[src/design/bbtw_pkg.sv]
// Shared types, constants and the tag block byte table for the bounding-box TIFF tag writer.
package bbtw_pkg;

  localparam logic [31:0] MARKER_OK    = 32'hFFD8FFE1;
  localparam logic [15:0] TAG_BYTES    = 16'd50;
  localparam logic [15:0] REGION_START = 16'd12;
  localparam logic [15:0] LENGTH_BIAS  = 16'd4;
  // Smallest APP1 length that still leaves room for the whole tag block.
  localparam logic [15:0] SEG_MIN      = REGION_START + TAG_BYTES - LENGTH_BIAS;
  localparam logic [15:0] REGION_TRIM  = REGION_START - LENGTH_BIAS;
  localparam logic [5:0]  TAG_LAST     = 6'd49;
  localparam logic [5:0]  DIV_LAST     = 6'd33;

  localparam logic FUNC_BEGIN = 1'b0;

  localparam logic [1:0] CFG_SRC_W = 2'd0;
  localparam logic [1:0] CFG_SRC_H = 2'd1;
  localparam logic [1:0] CFG_VID_W = 2'd2;
  localparam logic [1:0] CFG_VID_H = 2'd3;

  typedef enum logic [1:0] {
    RES_BYTE = 2'd0,
    RES_FILL = 2'd1,
    RES_ERR  = 2'd2
  } res_kind_t;

  typedef enum logic [1:0] {
    CMD_ERR   = 2'd0,
    CMD_HDR   = 2'd1,
    CMD_COORD = 2'd2
  } cmd_kind_t;

  typedef struct packed {
    logic [15:0] src_w;
    logic [15:0] src_h;
    logic [15:0] vid_w;
    logic [15:0] vid_h;
  } cfg_t;

  typedef struct packed {
    cmd_kind_t   kind;
    logic [15:0] coord;
    logic        is_y;
    logic [15:0] offset;
    logic        last;
    logic [15:0] kept;
    logic [15:0] fill_start;
    logic [15:0] fill_len;
  } cmd_t;

  typedef struct packed {
    res_kind_t   kind;
    logic [15:0] byte_offset;
    logic [7:0]  byte_value;
    logic [15:0] fill_length;
    logic        run_end;
    logic        frame_done;
    logic [15:0] used_count;
  } res_t;

  function automatic logic [7:0] tag_byte(input logic [5:0] idx, input logic [15:0] vw,
                                          input logic [15:0] vh, input logic [15:0] kept);
    logic [7:0] b;
    b = 8'h00;
    case (idx)
      6'd0, 6'd1: b = 8'h4D;
      6'd3:       b = 8'h2A;
      6'd7:       b = 8'h08;
      6'd9:       b = 8'h03;
      6'd10:      b = 8'h01;
      6'd13:      b = 8'h04;
      6'd17:      b = 8'h01;
      6'd20:      b = vw[15:8];
      6'd21:      b = vw[7:0];
      6'd22:      b = 8'h01;
      6'd23:      b = 8'h01;
      6'd25:      b = 8'h04;
      6'd29:      b = 8'h01;
      6'd32:      b = vh[15:8];
      6'd33:      b = vh[7:0];
      6'd34:      b = 8'h96;
      6'd35:      b = 8'h96;
      6'd37:      b = 8'h03;
      6'd40:      b = kept[15:8];
      6'd41:      b = kept[7:0];
      6'd45:      b = TAG_BYTES[7:0];
      default:    b = 8'h00;
    endcase
    return b;
  endfunction

endpackage

[src/design/bbtw_fifo.sv]
// Small register-based first-in first-out queue used between the block's parts.
module bbtw_fifo #(
  parameter int WIDTH = 8,
  parameter int DEPTH = 2
) (
  input  logic             clk,
  input  logic             rst_n,
  input  logic             push,
  input  logic [WIDTH-1:0] din,
  output logic             full,
  input  logic             pop,
  output logic [WIDTH-1:0] dout,
  output logic             empty
);

  localparam int PTR_W = (DEPTH > 1) ? $clog2(DEPTH) : 1;
  localparam int CNT_W = $clog2(DEPTH + 1);

  logic [WIDTH-1:0] mem_r [DEPTH];
  logic [PTR_W-1:0] wr_ptr_r, wr_ptr_nxt;
  logic [PTR_W-1:0] rd_ptr_r, rd_ptr_nxt;
  logic [CNT_W-1:0] count_r, count_nxt;
  logic             do_push, do_pop;

  assign full    = (count_r == CNT_W'(DEPTH));
  assign empty   = (count_r == '0);
  assign do_push = push & ~full;
  assign do_pop  = pop & ~empty;
  assign dout    = mem_r[rd_ptr_r];

  always_comb begin
    wr_ptr_nxt = wr_ptr_r;
    rd_ptr_nxt = rd_ptr_r;
    count_nxt  = count_r;
    if (do_push) begin
      wr_ptr_nxt = (wr_ptr_r == PTR_W'(DEPTH - 1)) ? '0 : wr_ptr_r + 1'b1;
    end
    if (do_pop) begin
      rd_ptr_nxt = (rd_ptr_r == PTR_W'(DEPTH - 1)) ? '0 : rd_ptr_r + 1'b1;
    end
    if (do_push && !do_pop) begin
      count_nxt = count_r + 1'b1;
    end else if (!do_push && do_pop) begin
      count_nxt = count_r - 1'b1;
    end
  end

  always_ff @(posedge clk) begin
    if (!rst_n) begin
      wr_ptr_r <= '0;
      rd_ptr_r <= '0;
      count_r  <= '0;
    end else begin
      wr_ptr_r <= wr_ptr_nxt;
      rd_ptr_r <= rd_ptr_nxt;
      count_r  <= count_nxt;
    end
  end

  always_ff @(posedge clk) begin
    if (do_push) begin
      mem_r[wr_ptr_r] <= din;
    end
  end

endmodule

[src/design/bbtw_front.sv]
// Front end: accepts items, tracks frame state, commands begins and in-frame coords.
module bbtw_front (
  input  logic                clk,
  input  logic                rst_n,
  input  logic                in_push,
  output logic                in_full,
  input  logic                in_func,
  input  logic [31:0]         in_header_marker,
  input  logic [15:0]         in_segment_length,
  input  logic [15:0]         in_requested_count,
  input  logic [15:0]         in_coord_value,
  output logic                cmd_push,
  output bbtw_pkg::cmd_t      cmd,
  input  logic                cmd_full
);

  typedef enum logic [2:0] {
    PH_IDLE    = 3'b001,
    PH_COLLECT = 3'b010,
    PH_DONE    = 3'b100
  } phase_t;

  phase_t      phase_r, phase_nxt;
  logic [15:0] kept_r, kept_nxt;
  logic [15:0] idx_r, idx_nxt;
  logic [15:0] fill_start_r, fill_start_nxt;
  logic [15:0] fill_len_r, fill_len_nxt;

  logic        accept, hdr_ok, last;
  logic [15:0] region, max_count, clamped, kept, fill_start, coord_off, idx_inc;

  assign in_full = cmd_full;
  assign accept  = in_push & ~cmd_full;

  always_comb begin
    hdr_ok     = (in_header_marker == bbtw_pkg::MARKER_OK) &&
                 (in_segment_length >= bbtw_pkg::SEG_MIN);
    region     = in_segment_length - bbtw_pkg::REGION_TRIM;
    max_count  = (in_segment_length - bbtw_pkg::SEG_MIN) >> 1;
    clamped    = (in_requested_count > max_count) ? max_count : in_requested_count;
    kept       = {clamped[15:2], 2'b00};
    fill_start = bbtw_pkg::TAG_BYTES + {kept[14:0], 1'b0};
    coord_off  = bbtw_pkg::TAG_BYTES + {idx_r[14:0], 1'b0};
    idx_inc    = idx_r + 16'd1;
    last       = (idx_inc >= kept_r);
  end

  always_comb begin
    phase_nxt      = phase_r;
    kept_nxt       = kept_r;
    idx_nxt        = idx_r;
    fill_start_nxt = fill_start_r;
    fill_len_nxt   = fill_len_r;
    cmd_push       = 1'b0;
    cmd            = '0;
    cmd.kind       = bbtw_pkg::CMD_ERR;
    if (accept) begin
      if (in_func == bbtw_pkg::FUNC_BEGIN) begin
        cmd_push = 1'b1;
        if (!hdr_ok) begin
          phase_nxt = PH_IDLE;
        end else begin
          cmd.kind       = bbtw_pkg::CMD_HDR;
          cmd.kept       = kept;
          cmd.fill_start = fill_start;
          cmd.fill_len   = region - fill_start;
          cmd.last       = (kept == '0);
          kept_nxt       = kept;
          idx_nxt        = '0;
          fill_start_nxt = fill_start;
          fill_len_nxt   = region - fill_start;
          phase_nxt      = (kept == '0) ? PH_DONE : PH_COLLECT;
        end
      end else if (phase_r == PH_COLLECT) begin
        cmd_push       = 1'b1;
        cmd.kind       = bbtw_pkg::CMD_COORD;
        cmd.coord      = in_coord_value;
        cmd.is_y       = idx_r[0];
        cmd.offset     = coord_off;
        cmd.last       = last;
        cmd.kept       = kept_r;
        cmd.fill_start = fill_start_r;
        cmd.fill_len   = fill_len_r;
        idx_nxt        = idx_inc;
        if (last) begin
          phase_nxt = PH_DONE;
        end
      end
    end
  end

  always_ff @(posedge clk) begin
    if (!rst_n) begin
      phase_r <= PH_IDLE;
      kept_r  <= '0;
      idx_r   <= '0;
    end else begin
      phase_r <= phase_nxt;
      kept_r  <= kept_nxt;
      idx_r   <= idx_nxt;
    end
  end

  always_ff @(posedge clk) begin
    fill_start_r <= fill_start_nxt;
    fill_len_r   <= fill_len_nxt;
  end

endmodule

[src/design/bbtw_back.sv]
// Back end: executes commands, scales coordinates with a serial divider and emits result items.
module bbtw_back (
  input  logic           clk,
  input  logic           rst_n,
  input  bbtw_pkg::cfg_t cfg,
  input  logic           cmd_empty,
  input  bbtw_pkg::cmd_t cmd_head,
  output logic           cmd_pop,
  input  logic           res_full,
  output logic           res_push,
  output bbtw_pkg::res_t res
);

  typedef enum logic [7:0] {
    S_IDLE = 8'b0000_0001,
    S_ERR  = 8'b0000_0010,
    S_TAG  = 8'b0000_0100,
    S_MUL  = 8'b0000_1000,
    S_PREP = 8'b0001_0000,
    S_DIV  = 8'b0010_0000,
    S_HI   = 8'b0100_0000,
    S_LO   = 8'b1000_0000
  } state_t;

  // The fill run goes out while the pending flag is set; the machine then returns to idle.
  localparam state_t S_FILL_SEL = S_IDLE;

  state_t         state_r, state_nxt;
  logic           fill_pend_r, fill_pend_nxt;
  bbtw_pkg::cmd_t cmd_r, cmd_nxt;
  logic [5:0]     cnt_r, cnt_nxt;
  logic [31:0]    prod_r, prod_nxt;
  logic [33:0]    num_r, num_nxt;
  logic [16:0]    rem_r, rem_nxt;

  logic [15:0] mul, div, scaled;
  logic [17:0] rem_sh, d2;
  logic        ge;

  always_comb begin
    mul    = cmd_r.is_y ? cfg.vid_h : cfg.vid_w;
    div    = cmd_r.is_y ? cfg.src_h : cfg.src_w;
    d2     = {1'b0, div, 1'b0};
    rem_sh = {rem_r, num_r[33]};
    ge     = (rem_sh >= d2);
    // A zero divisor or a quotient past 16 bits saturates.
    scaled = ((div == '0) || (num_r[33:16] != '0)) ? 16'hFFFF : num_r[15:0];
  end

  always_comb begin
    state_nxt     = state_r;
    fill_pend_nxt = fill_pend_r;
    cmd_nxt       = cmd_r;
    cnt_nxt       = cnt_r;
    prod_nxt      = prod_r;
    num_nxt       = num_r;
    rem_nxt       = rem_r;
    cmd_pop       = 1'b0;
    res_push      = 1'b0;
    res           = '0;
    res.kind      = bbtw_pkg::RES_BYTE;
    if (fill_pend_r) begin
      res.kind        = bbtw_pkg::RES_FILL;
      res.byte_offset = cmd_r.fill_start;
      res.fill_length = cmd_r.fill_len;
      res.run_end     = 1'b1;
      res.frame_done  = 1'b1;
      res.used_count  = cmd_r.kept;
      res_push        = ~res_full;
      if (!res_full) begin
        fill_pend_nxt = 1'b0;
        state_nxt     = S_FILL_SEL;
      end
    end else begin
      unique case (state_r)
        S_IDLE: begin
          if (!cmd_empty) begin
            cmd_pop = 1'b1;
            cmd_nxt = cmd_head;
            cnt_nxt = '0;
            unique case (cmd_head.kind)
              bbtw_pkg::CMD_HDR:   state_nxt = S_TAG;
              bbtw_pkg::CMD_COORD: state_nxt = S_MUL;
              default:             state_nxt = S_ERR;
            endcase
          end
        end
        S_ERR: begin
          res.kind    = bbtw_pkg::RES_ERR;
          res.run_end = 1'b1;
          res_push    = ~res_full;
          if (!res_full) begin
            state_nxt = S_IDLE;
          end
        end
        S_TAG: begin
          res.byte_offset = {10'd0, cnt_r};
          res.byte_value  = bbtw_pkg::tag_byte(cnt_r, cfg.vid_w, cfg.vid_h, cmd_r.kept);
          res.run_end     = (cnt_r == bbtw_pkg::TAG_LAST) && !cmd_r.last;
          res_push        = ~res_full;
          if (!res_full) begin
            cnt_nxt = cnt_r + 6'd1;
            if (cnt_r == bbtw_pkg::TAG_LAST) begin
              state_nxt     = S_IDLE;
              fill_pend_nxt = cmd_r.last;
            end
          end
        end
        S_MUL: begin
          prod_nxt  = cmd_r.coord * mul;
          state_nxt = S_PREP;
        end
        S_PREP: begin
          // Round half up: (2*v*mul + div) / (2*div).
          num_nxt   = {1'b0, prod_r, 1'b0} + {18'd0, div};
          rem_nxt   = '0;
          cnt_nxt   = '0;
          state_nxt = S_DIV;
        end
        S_DIV: begin
          rem_nxt = ge ? 17'(rem_sh - d2) : rem_sh[16:0];
          num_nxt = {num_r[32:0], ge};
          cnt_nxt = cnt_r + 6'd1;
          if (cnt_r == bbtw_pkg::DIV_LAST) begin
            state_nxt = S_HI;
          end
        end
        S_HI: begin
          res.byte_offset = cmd_r.offset;
          res.byte_value  = scaled[15:8];
          res_push        = ~res_full;
          if (!res_full) begin
            state_nxt = S_LO;
          end
        end
        S_LO: begin
          res.byte_offset = cmd_r.offset + 16'd1;
          res.byte_value  = scaled[7:0];
          res.run_end     = ~cmd_r.last;
          res_push        = ~res_full;
          if (!res_full) begin
            state_nxt     = S_IDLE;
            fill_pend_nxt = cmd_r.last;
          end
        end
        default: state_nxt = S_IDLE;
      endcase
    end
  end

  always_ff @(posedge clk) begin
    if (!rst_n) begin
      state_r     <= S_IDLE;
      fill_pend_r <= 1'b0;
      cnt_r       <= '0;
    end else begin
      state_r     <= state_nxt;
      fill_pend_r <= fill_pend_nxt;
      cnt_r       <= cnt_nxt;
    end
  end

  always_ff @(posedge clk) begin
    cmd_r  <= cmd_nxt;
    prod_r <= prod_nxt;
    num_r  <= num_nxt;
    rem_r  <= rem_nxt;
  end

endmodule

[src/design/bbox_tiff_tag_writer_core.sv]
// Top level of the bounding-box TIFF tag writer: configuration, front end, queues and back end.
//
// In the back end a begin item is taken from the command queue, then its 50 tag bytes go out
// at one result item per cycle while the output queue has room, plus the fill run when no
// coordinates are kept; an error gives one error result. A coordinate item is taken, then
// come one multiply, one setup step, 34 steps of the bit-serial divider and two byte results
// (with the fill run on the last one). The serial divider sets the coordinate rate. The front
// end accepts an item per cycle while the command queue has room, so items can be queued while
// the back end works; result items wait in the output queue until popped.
module bbox_tiff_tag_writer_core #(
  parameter int CMD_DEPTH = 4,  // commands queued between front and back end, 2 or more
  parameter int OUT_DEPTH = 2   // result items buffered at the output, 2 or more
) (
  input  logic        clk,
  input  logic        rst_n,
  input  logic        in_push,
  output logic        in_full,
  input  logic        in_func,
  input  logic [31:0] in_header_marker,
  input  logic [15:0] in_segment_length,
  input  logic [15:0] in_requested_count,
  input  logic [15:0] in_coord_value,
  output logic        out_empty,
  input  logic        out_pop,
  output logic [1:0]  out_kind,
  output logic [15:0] out_byte_offset,
  output logic [7:0]  out_byte_value,
  output logic [15:0] out_fill_length,
  output logic        out_run_end,
  output logic        out_frame_done,
  output logic [15:0] out_used_count,
  input  logic        cfg_valid,
  output logic        cfg_ready,
  input  logic [1:0]  cfg_index,
  input  logic [15:0] cfg_data
);

  bbtw_pkg::cfg_t cfg_r;
  bbtw_pkg::cmd_t cmd_in, cmd_head;
  bbtw_pkg::res_t res_in, res_head;
  logic           cmd_push, cmd_full, cmd_pop, cmd_empty;
  logic           res_push, res_full;

  assign cfg_ready = 1'b1;

  always_ff @(posedge clk) begin
    if (!rst_n) begin
      cfg_r.src_w <= 16'd1;
      cfg_r.src_h <= 16'd1;
      cfg_r.vid_w <= 16'd0;
      cfg_r.vid_h <= 16'd0;
    end else if (cfg_valid && cfg_ready) begin
      unique case (cfg_index)
        bbtw_pkg::CFG_SRC_W: cfg_r.src_w <= cfg_data;
        bbtw_pkg::CFG_SRC_H: cfg_r.src_h <= cfg_data;
        bbtw_pkg::CFG_VID_W: cfg_r.vid_w <= cfg_data;
        bbtw_pkg::CFG_VID_H: cfg_r.vid_h <= cfg_data;
        default: ;
      endcase
    end
  end

  bbtw_front u_front (
    .clk                (clk),
    .rst_n              (rst_n),
    .in_push            (in_push),
    .in_full            (in_full),
    .in_func            (in_func),
    .in_header_marker   (in_header_marker),
    .in_segment_length  (in_segment_length),
    .in_requested_count (in_requested_count),
    .in_coord_value     (in_coord_value),
    .cmd_push           (cmd_push),
    .cmd                (cmd_in),
    .cmd_full           (cmd_full)
  );

  bbtw_fifo #(
    .WIDTH ($bits(bbtw_pkg::cmd_t)),
    .DEPTH (CMD_DEPTH)
  ) u_cmd_fifo (
    .clk   (clk),
    .rst_n (rst_n),
    .push  (cmd_push),
    .din   (cmd_in),
    .full  (cmd_full),
    .pop   (cmd_pop),
    .dout  (cmd_head),
    .empty (cmd_empty)
  );

  bbtw_back u_back (
    .clk       (clk),
    .rst_n     (rst_n),
    .cfg       (cfg_r),
    .cmd_empty (cmd_empty),
    .cmd_head  (cmd_head),
    .cmd_pop   (cmd_pop),
    .res_full  (res_full),
    .res_push  (res_push),
    .res       (res_in)
  );

  bbtw_fifo #(
    .WIDTH ($bits(bbtw_pkg::res_t)),
    .DEPTH (OUT_DEPTH)
  ) u_out_fifo (
    .clk   (clk),
    .rst_n (rst_n),
    .push  (res_push),
    .din   (res_in),
    .full  (res_full),
    .pop   (out_pop),
    .dout  (res_head),
    .empty (out_empty)
  );

  assign out_kind        = res_head.kind;
  assign out_byte_offset = res_head.byte_offset;
  assign out_byte_value  = res_head.byte_value;
  assign out_fill_length = res_head.fill_length;
  assign out_run_end     = res_head.run_end;
  assign out_frame_done  = res_head.frame_done;
  assign out_used_count  = res_head.used_count;

  a_cmd_no_overflow: assert property (@(posedge clk) disable iff (!rst_n)
    cmd_push |-> !cmd_full)
    else $error("command pushed into a full queue");

  a_res_no_overflow: assert property (@(posedge clk) disable iff (!rst_n)
    res_push |-> !res_full)
    else $error("result item pushed into a full output queue");

  a_err_shape: assert property (@(posedge clk) disable iff (!rst_n)
    (!out_empty && out_kind == bbtw_pkg::RES_ERR) |-> (out_run_end && !out_frame_done))
    else $error("error result item without run end or with frame done");

endmodule
[config.mk]
export PLATFORM = sky130hd
export DESIGN_NAME = bbox_tiff_tag_writer_core
export DESIGN_NICKNAME = d
export VERILOG_FILES = /design/src/design/bbtw_pkg.sv /design/src/design/bbtw_fifo.sv /design/src/design/bbtw_front.sv /design/src/design/bbtw_back.sv /design/src/design/bbox_tiff_tag_writer_core.sv
export SDC_FILE = /design/constraint.sdc
export NUM_CORES = 2
export LEC_CHECK = 0
export BUFFER_PORTS_ARGS = -buffer_cell sky130_fd_sc_hd__buf_2
export CAP_MARGIN = 20
export CORE_UTILIZATION = 42
export CTS_CLUSTER_DIAMETER = 200
export DETAILED_ROUTE_END_ITERATION = 8
export PLACE_DENSITY = 0.59
export SLEW_MARGIN = 10
export SYNTH_ARGS = -nofsm -noshare
export SYNTH_HDL_FRONTEND = slang
export SYNTH_SLANG_ARGS = --single-unit
[constraint.sdc]
create_clock -name clk -period 16.5 [get_ports clk]
set_input_delay 0 -clock clk [delete_from_list [all_inputs] [get_ports clk]]
set_output_delay 0 -clock clk [all_outputs]
set_load 0.02 [all_outputs]
After elaboration in Yosys (flattened, before gate mapping)
Memory sizes are Yosys's and may differ from the RTL's. A register that Yosys moved wholly into a read port is not among the register bits.
Index checks and enable logic that the tools add are counted.
{ "totals": {"regBits": 320, "latch_bits": 0, "ramBits": 456, "rom_bits": 0, "inputBits": 104, "word_cells": 231, "mem_count": 2} }
{ "op_classes": {"addsub": 18, "mul": 1, "div_mod_pow": 0, "order_cmp": 4, "eq_ne": 50, "shift": 0, "n_mux": 73, "n_bitwise": 12, "reduce_logical": 43} }
{ "memory_table": {"columns": ["memory", "depth", "word_bits", "read_ports", "rd_clocked_by_memory_dff", "write_ports", "line", "source"], "rows": [
  ["u_cmd_fifo.mem_r", 4, 84, 1, 1, 1, "bbtw_fifo.sv:19", "logic [WIDTH-1:0] mem_r [DEPTH];"],
  ["u_out_fifo.mem_r", 2, 60, 1, 1, 1, "bbtw_fifo.sv:19", null]
]} }
{ "ops": {"columns": ["cell", "count"], "rows": [
  ["2-to-1 mux 84 bit", 2],
  ["2-to-1 mux 16 bit", 8],
  ["case mux 8 bit (14 select lines)", 1],
  ["2-to-1 mux 49 bit", 2],
  ["case mux 24 bit (3 select lines)", 1],
  ["case mux 34 bit (2 select lines)", 1],
  ["2-to-1 mux 8 bit", 8],
  ["case mux 8 bit (7 select lines)", 1],
  ["== test 6 bit, second input constant", 9],
  ["== test 6 x 5 -> 1 bit, second input constant", 7],
  ["adder 33 x 16 -> 34 bit", 1],
  ["2-to-1 mux 17 bit", 2],
  ["case mux 17 bit (2 select lines)", 1],
  ["2-to-1 mux 33 bit", 1],
  ["adder 16 x 1 -> 16 bit, second input constant", 2],
  ["adder 6 x 16 -> 16 bit, first input constant", 2],
  ["== test 32 bit, second input constant", 1],
  ["zero test 16 bit", 2],
  ["multiplier 16 x 16 -> 32 bit", 1],
  ["case mux 6 bit (4 select lines)", 1],
  ["2-to-1 mux 1 bit", 23],
  ["2-to-1 mux 3 bit", 7],
  ["== test 6 x 4 -> 1 bit, second input constant", 3],
  [">= comparator 18 x 17 -> 1 bit", 1],
  ["other kinds (56)", 113]
]} }

Logic depth before layout (Yosys ltp)
{ "logic_depth": {"depth_word": 9, "mapped_depth": 30, "mapped_depth_nobuf": 27} }

By module
From an unflattened synthesis, not the netlist that was laid out.
{ "hier_totals": {"hier_cells": 3630, "hier_area_um2": 44247.4} }
{ "by_module_without_submodules": {"columns": ["mod", "n_inst", "cells_each", "area_each_um2", "seq_area_each_um2"], "rows": [
  ["bbtw_back", 1, 1998, 19014.5, 5255.0],
  ["bbtw_fifo at u_cmd_fifo", 1, 489, 12593.3, 10269.8],
  ["bbtw_front", 1, 700, 5699.2, 1531.5],
  ["bbtw_fifo at u_out_fifo", 1, 212, 4548.1, 3703.6],
  ["bbox_tiff_tag_writer_core", 1, 231, 2392.3, 1281.2]
]} }

Worst setup path after synthesis
Ideal clock, no wire load.
{ "synth_path": {"kind": "register -> register", "start": "reg u_back.cmd_r[65] (netlist name)", "end": "reg u_back.prod_r[31], data pin", "setup_time_ns": 0.260, "arrival_ns": 7.276, "path_slack_ns": 8.964, "path_stages_with_launch": 25, "n_path_buf": 4, "synth_period_minus_slack_ns": 7.536, "cell_sequence": "edfxtp_1 -> clkbuf_1 -> clkbuf_1 -> clkbuf_1 -> mux2_2 -> clkbuf_1 -> nand2_1 -> fa_1 -> inv_1 -> fa_1 -> fa_1 -> fa_1 -> inv_1 -> fa_1 -> inv_1 -> fa_1 -> ha_1 -> and3_1 -> a221o_1 -> a21o_1 -> a221o_1 -> a2111oi_2 -> o21ai_1 -> a21oi_1 -> xnor2_1"} }
{ "synth_via": {"elab_chain_len": 2} }
{ "synth_rtl": {"columns": ["item", "line", "source"], "rows": [
  ["start, declared", "bbtw_back.sv:30", "bbtw_pkg::cmd_t cmd_r, cmd_nxt;"],
  ["start signal, assigned", "bbtw_back.sv:164", "cmd_r <= cmd_nxt;"],
  ["2-to-1 mux 16 bit", "bbtw_back.sv:41", "mul = cmd_r.is_y ? cfg.vid_h : cfg.vid_w;"],
  ["multiplier 16 x 16 -> 32 bit", "bbtw_back.sv:110", "prod_nxt = cmd_r.coord * mul;"],
  ["end signal, assigned", "bbtw_back.sv:165", "prod_r <= prod_nxt;"],
  ["end, declared", "bbtw_back.sv:32", "logic [31:0] prod_r, prod_nxt;"]
]} }
Every way passes these cells.
A chain may end at the register's enable or synchronous reset.

Worst setup path in the final report
Ends and elaborated chain as after synthesis.

==> results.toml <==
[timing]
finalSetupViolCount = 0
period_minus_slack_ns = 7.270
skew_ns = 0.04078
maxSlewHeadroom_pct = 30.24
finalCritPeriodShare_pct = 44.06
slew_viol_final = 0
worst_pin_slew_ns = 1.038
finalWorstSetupSlack_ns = 9.230
fmax_ghz = 0.1376
rsz0062_at_grt = "false"
tns_ns = 0
hold_viol_final = 0

[global_route]
grt_pass1_vias = 27110
antenna_found_initial = 4
grt-ovfl-total = 0
track_usage_pct = 19.96
grt_first_pass_wirelength_um = 157600
grt_max_degree = 99

[placement]
dpl.hpwl_um = 72040
pre_cts_slack_ns = 9.221
io_buffers = 163
gp_congestion = 0.8835
placed_area_sq_mm = 0.04430

[floorplan]
die_h_um = 319.0
core_area_sq_mm = 0.09899
dieWidth_um = 319.0
io_pins = 167
rows = 115
initial_core_util_pct = 42.65
die-area_sq_mm = 0.1018

[cts]
post_cts_buffers = 0
root_buffer = "clkbuf_16"
cts_sinks = 745
numCtsBuffers = 82
cts_resized = 0
path_clk_slew_ns = 0.06
clock_latency_ns = 0.66
ctsHoldBuffers = 60
cts_tree = "done"
htree_levels = 3
cts.path.max_buffers = 3

[worst_setup_path]
cp-end-kind = "register"
critPathKind = "register to register"
crit_arrival_ns = 7.65
crit_required_ns = 16.88
cp_max_fo = 32
cp-start-kind = "register"

[cells_and_area]
final_area_sq_mm = 0.04786
layout-drive-gt1-share_pct = 13.93
multiInputGateArea_sq_mm = 0.01922
areaGrowthSynthToFinish_pct = 13.37
nNetsFinal = 4209
ff_latch_area_sq_mm = 0.02113
n_fill_cell = 8795

[synthesis]
ys_warn_count = 0
synth_xor_area_share_pct = 2.875
synthCells = 3521
synth_cell_types = 92
muxShareOfSynthArea_pct = 7.140
synth_flop_cell = "edfxtp_1"
synth_edf_count = 619
synth_top_family_by_area = "adder cells"
yosysSeqAreaShare_pct = 50.00
yosysTopAreaCellShare_pct = 44.03
synth_compound_area_share_pct = 8.147
synthAdderAreaFrac_pct = 15.48
syn-cell-area_sq_mm = 0.04222
synth_top_area_cell = "edfxtp_1"
syn-mean-instance-area_sq_um = 11.99
synth.most_common_cell = "edfxtp_1"
ys_ff_latch = 745
async_flop_share_pct = 0
synth-simple-area-share_pct = 11.73
synth.area.top_cells = "edfxtp_1 44%, fa_1 9.3%, ha_1 6.1%"
synth_common_cells = "619 x edfxtp_1, 431 x nand2_1, 348 x inv_1, 207 x ha_1, 197 x fa_1"

[route]
vias = 26860
drc = 0
postRouteAntennaNets = 0
firstDrtPassIters = 5
wl_per_cell_um = 19.99
drt_iter0_drc = 1864
finalWirelength_um = 101100
routed_via_density = 5.309

[pwr]
leakage_nw = 18.39
ir_worst_vdd_v = 0.0001122
power_density_mw_per_mm2 = 126.2

[hold_path]
min_path_type = "input pin to register"

[status]
run_status = "complete, no violations"

[flow_run]
max_cap_viol_count = 0
==> worst paths after layout <==
check,start,endpoint,slack (ns),cells past startpoint
worst min-delay path,in_push,u_front.phase_r[0],0.03,5
worst max register to register,u_back.cmd_r[65],u_back.prod_r[31],9.23,20
worst min register to register,cfg_r[47],cfg_r[47],0.47,2
worst max-delay path,u_back.cmd_r[65],u_back.prod_r[31],9.23,20
==> cell type report <==
type / count / share of cell area, %
antenna: 3 / 0.01569
multi-input combinational: 2270 / 40.16
inverter: 350 / 2.748
sequential: 745 / 44.14
timing repair buffer: 252 / 3.422
clock inverter: 39 / 1.187
clock buffer: 113 / 4.965
tap: 1287 / 3.365
==> routing by layer <==
metal / track usage (%) / wire, um
met5: 0 / 0
met2: 33.63 / 48800
met3: 2.439 / 4841
met4: 4.754 / 1726
met1: 27.46 / 45760
==> power by group <==
| part | total, mW | internal (mW) | leakage, nW | switching, mW |
|---|---|---|---|---|
| sequential | 2.57 | 2.30 | 6.70 | 0.263 |
| clock | 1.97 | 1.20 | 1.44 | 0.771 |
| combinational | 1.50 | 0.650 | 10.3 | 0.847 |
| total | 6.04 | 4.16 | 18.4 | 1.88 |
==> per-stage QoR <==
stage / std cells / hold slack, ns / power (mW) / util [%]
after floorplan: 3522 / 0.09887 / 3.619 / -
after global placement: 4842 / 0.2143 / 4.095 / 44.74
after detailed placement: 4843 / 0.2135 / 4.113 / 44.75
after CTS: 5055 / 0.0009519 / 6.107 / 48.33
after global routing: 5056 / 0.08667 / 6.350 / 48.34
final: 5059 / 0.02538 / 6.038 / 48.35
==> sequential cells by signal, indices dropped and copies added (netlist names), named ones only <==
register and flops:
u_back.num_r 34, u_out_fifo.rd_ptr_r 1, u_out_fifo.mem_r 114, cfg_r 64, u_cmd_fifo.rd_ptr_r 2, u_out_fifo.wr_ptr_r 1, u_back.prod_r 32, u_back.cmd_r 77
u_front.idx_r 16, u_cmd_fifo.count_r 3, u_front.phase_r 3, u_cmd_fifo.mem_r 316, u_cmd_fifo.wr_ptr_r 2, u_back.state_r 8, u_front.fill_start_r 13, u_front.fill_len_r 16
u_out_fifo.count_r 2, u_back.rem_r 17, u_front.kept_r 14, u_back.cnt_r 6, u_back.fill_pend_r 1
==> worst max-delay path, cell delays in order (launching register included) <==
cell,delay (ns)
edfxtp_1,0.32
buf_4,0.45
mux2_2,0.54
and2_1,0.23
fa_1,0.53
inv_1,0.05
fa_1,0.52
fa_1,0.52
fa_1,0.52
fa_1,0.55
inv_1,0.06
fa_1,0.47
ha_1,0.37
and3_1,0.21
a221o_1,0.35
a21o_1,0.19
a221o_1,0.37
a2111oi_2,0.39
o21ai_1,0.09
a21oi_1,0.17
xnor2_1,0.07
==> placed cells by master (no fill, tap or decap), types with 86 or more instances in the layout <==
master    count
ha_1        207
and2_1      131
edfxtp_1    619
o21ai_0     110
a21oi_1     110
nand2_1     431
buf_2       163
fa_1        197
nor2b_1      86
xnor2_1      90
inv_1       346
dfxtp_1     122
nor2_1      149
==> cell families (layout without fill, tap and decap cells) <==
family / Yosys count / after routing
AO/OA/AOI/OAI: 516 / 516
XOR/XNOR: 137 / 137
adder cells (fa/ha/maj): 404 / 404
buffers and inverters: 507 / 754
flip-flops: 745 / 745
multiplexers: 191 / 191
other: 2 / 6
AND/OR/NAND/NOR: 1019 / 1019
Note: power is estimated with default switching activity, not from simulation.
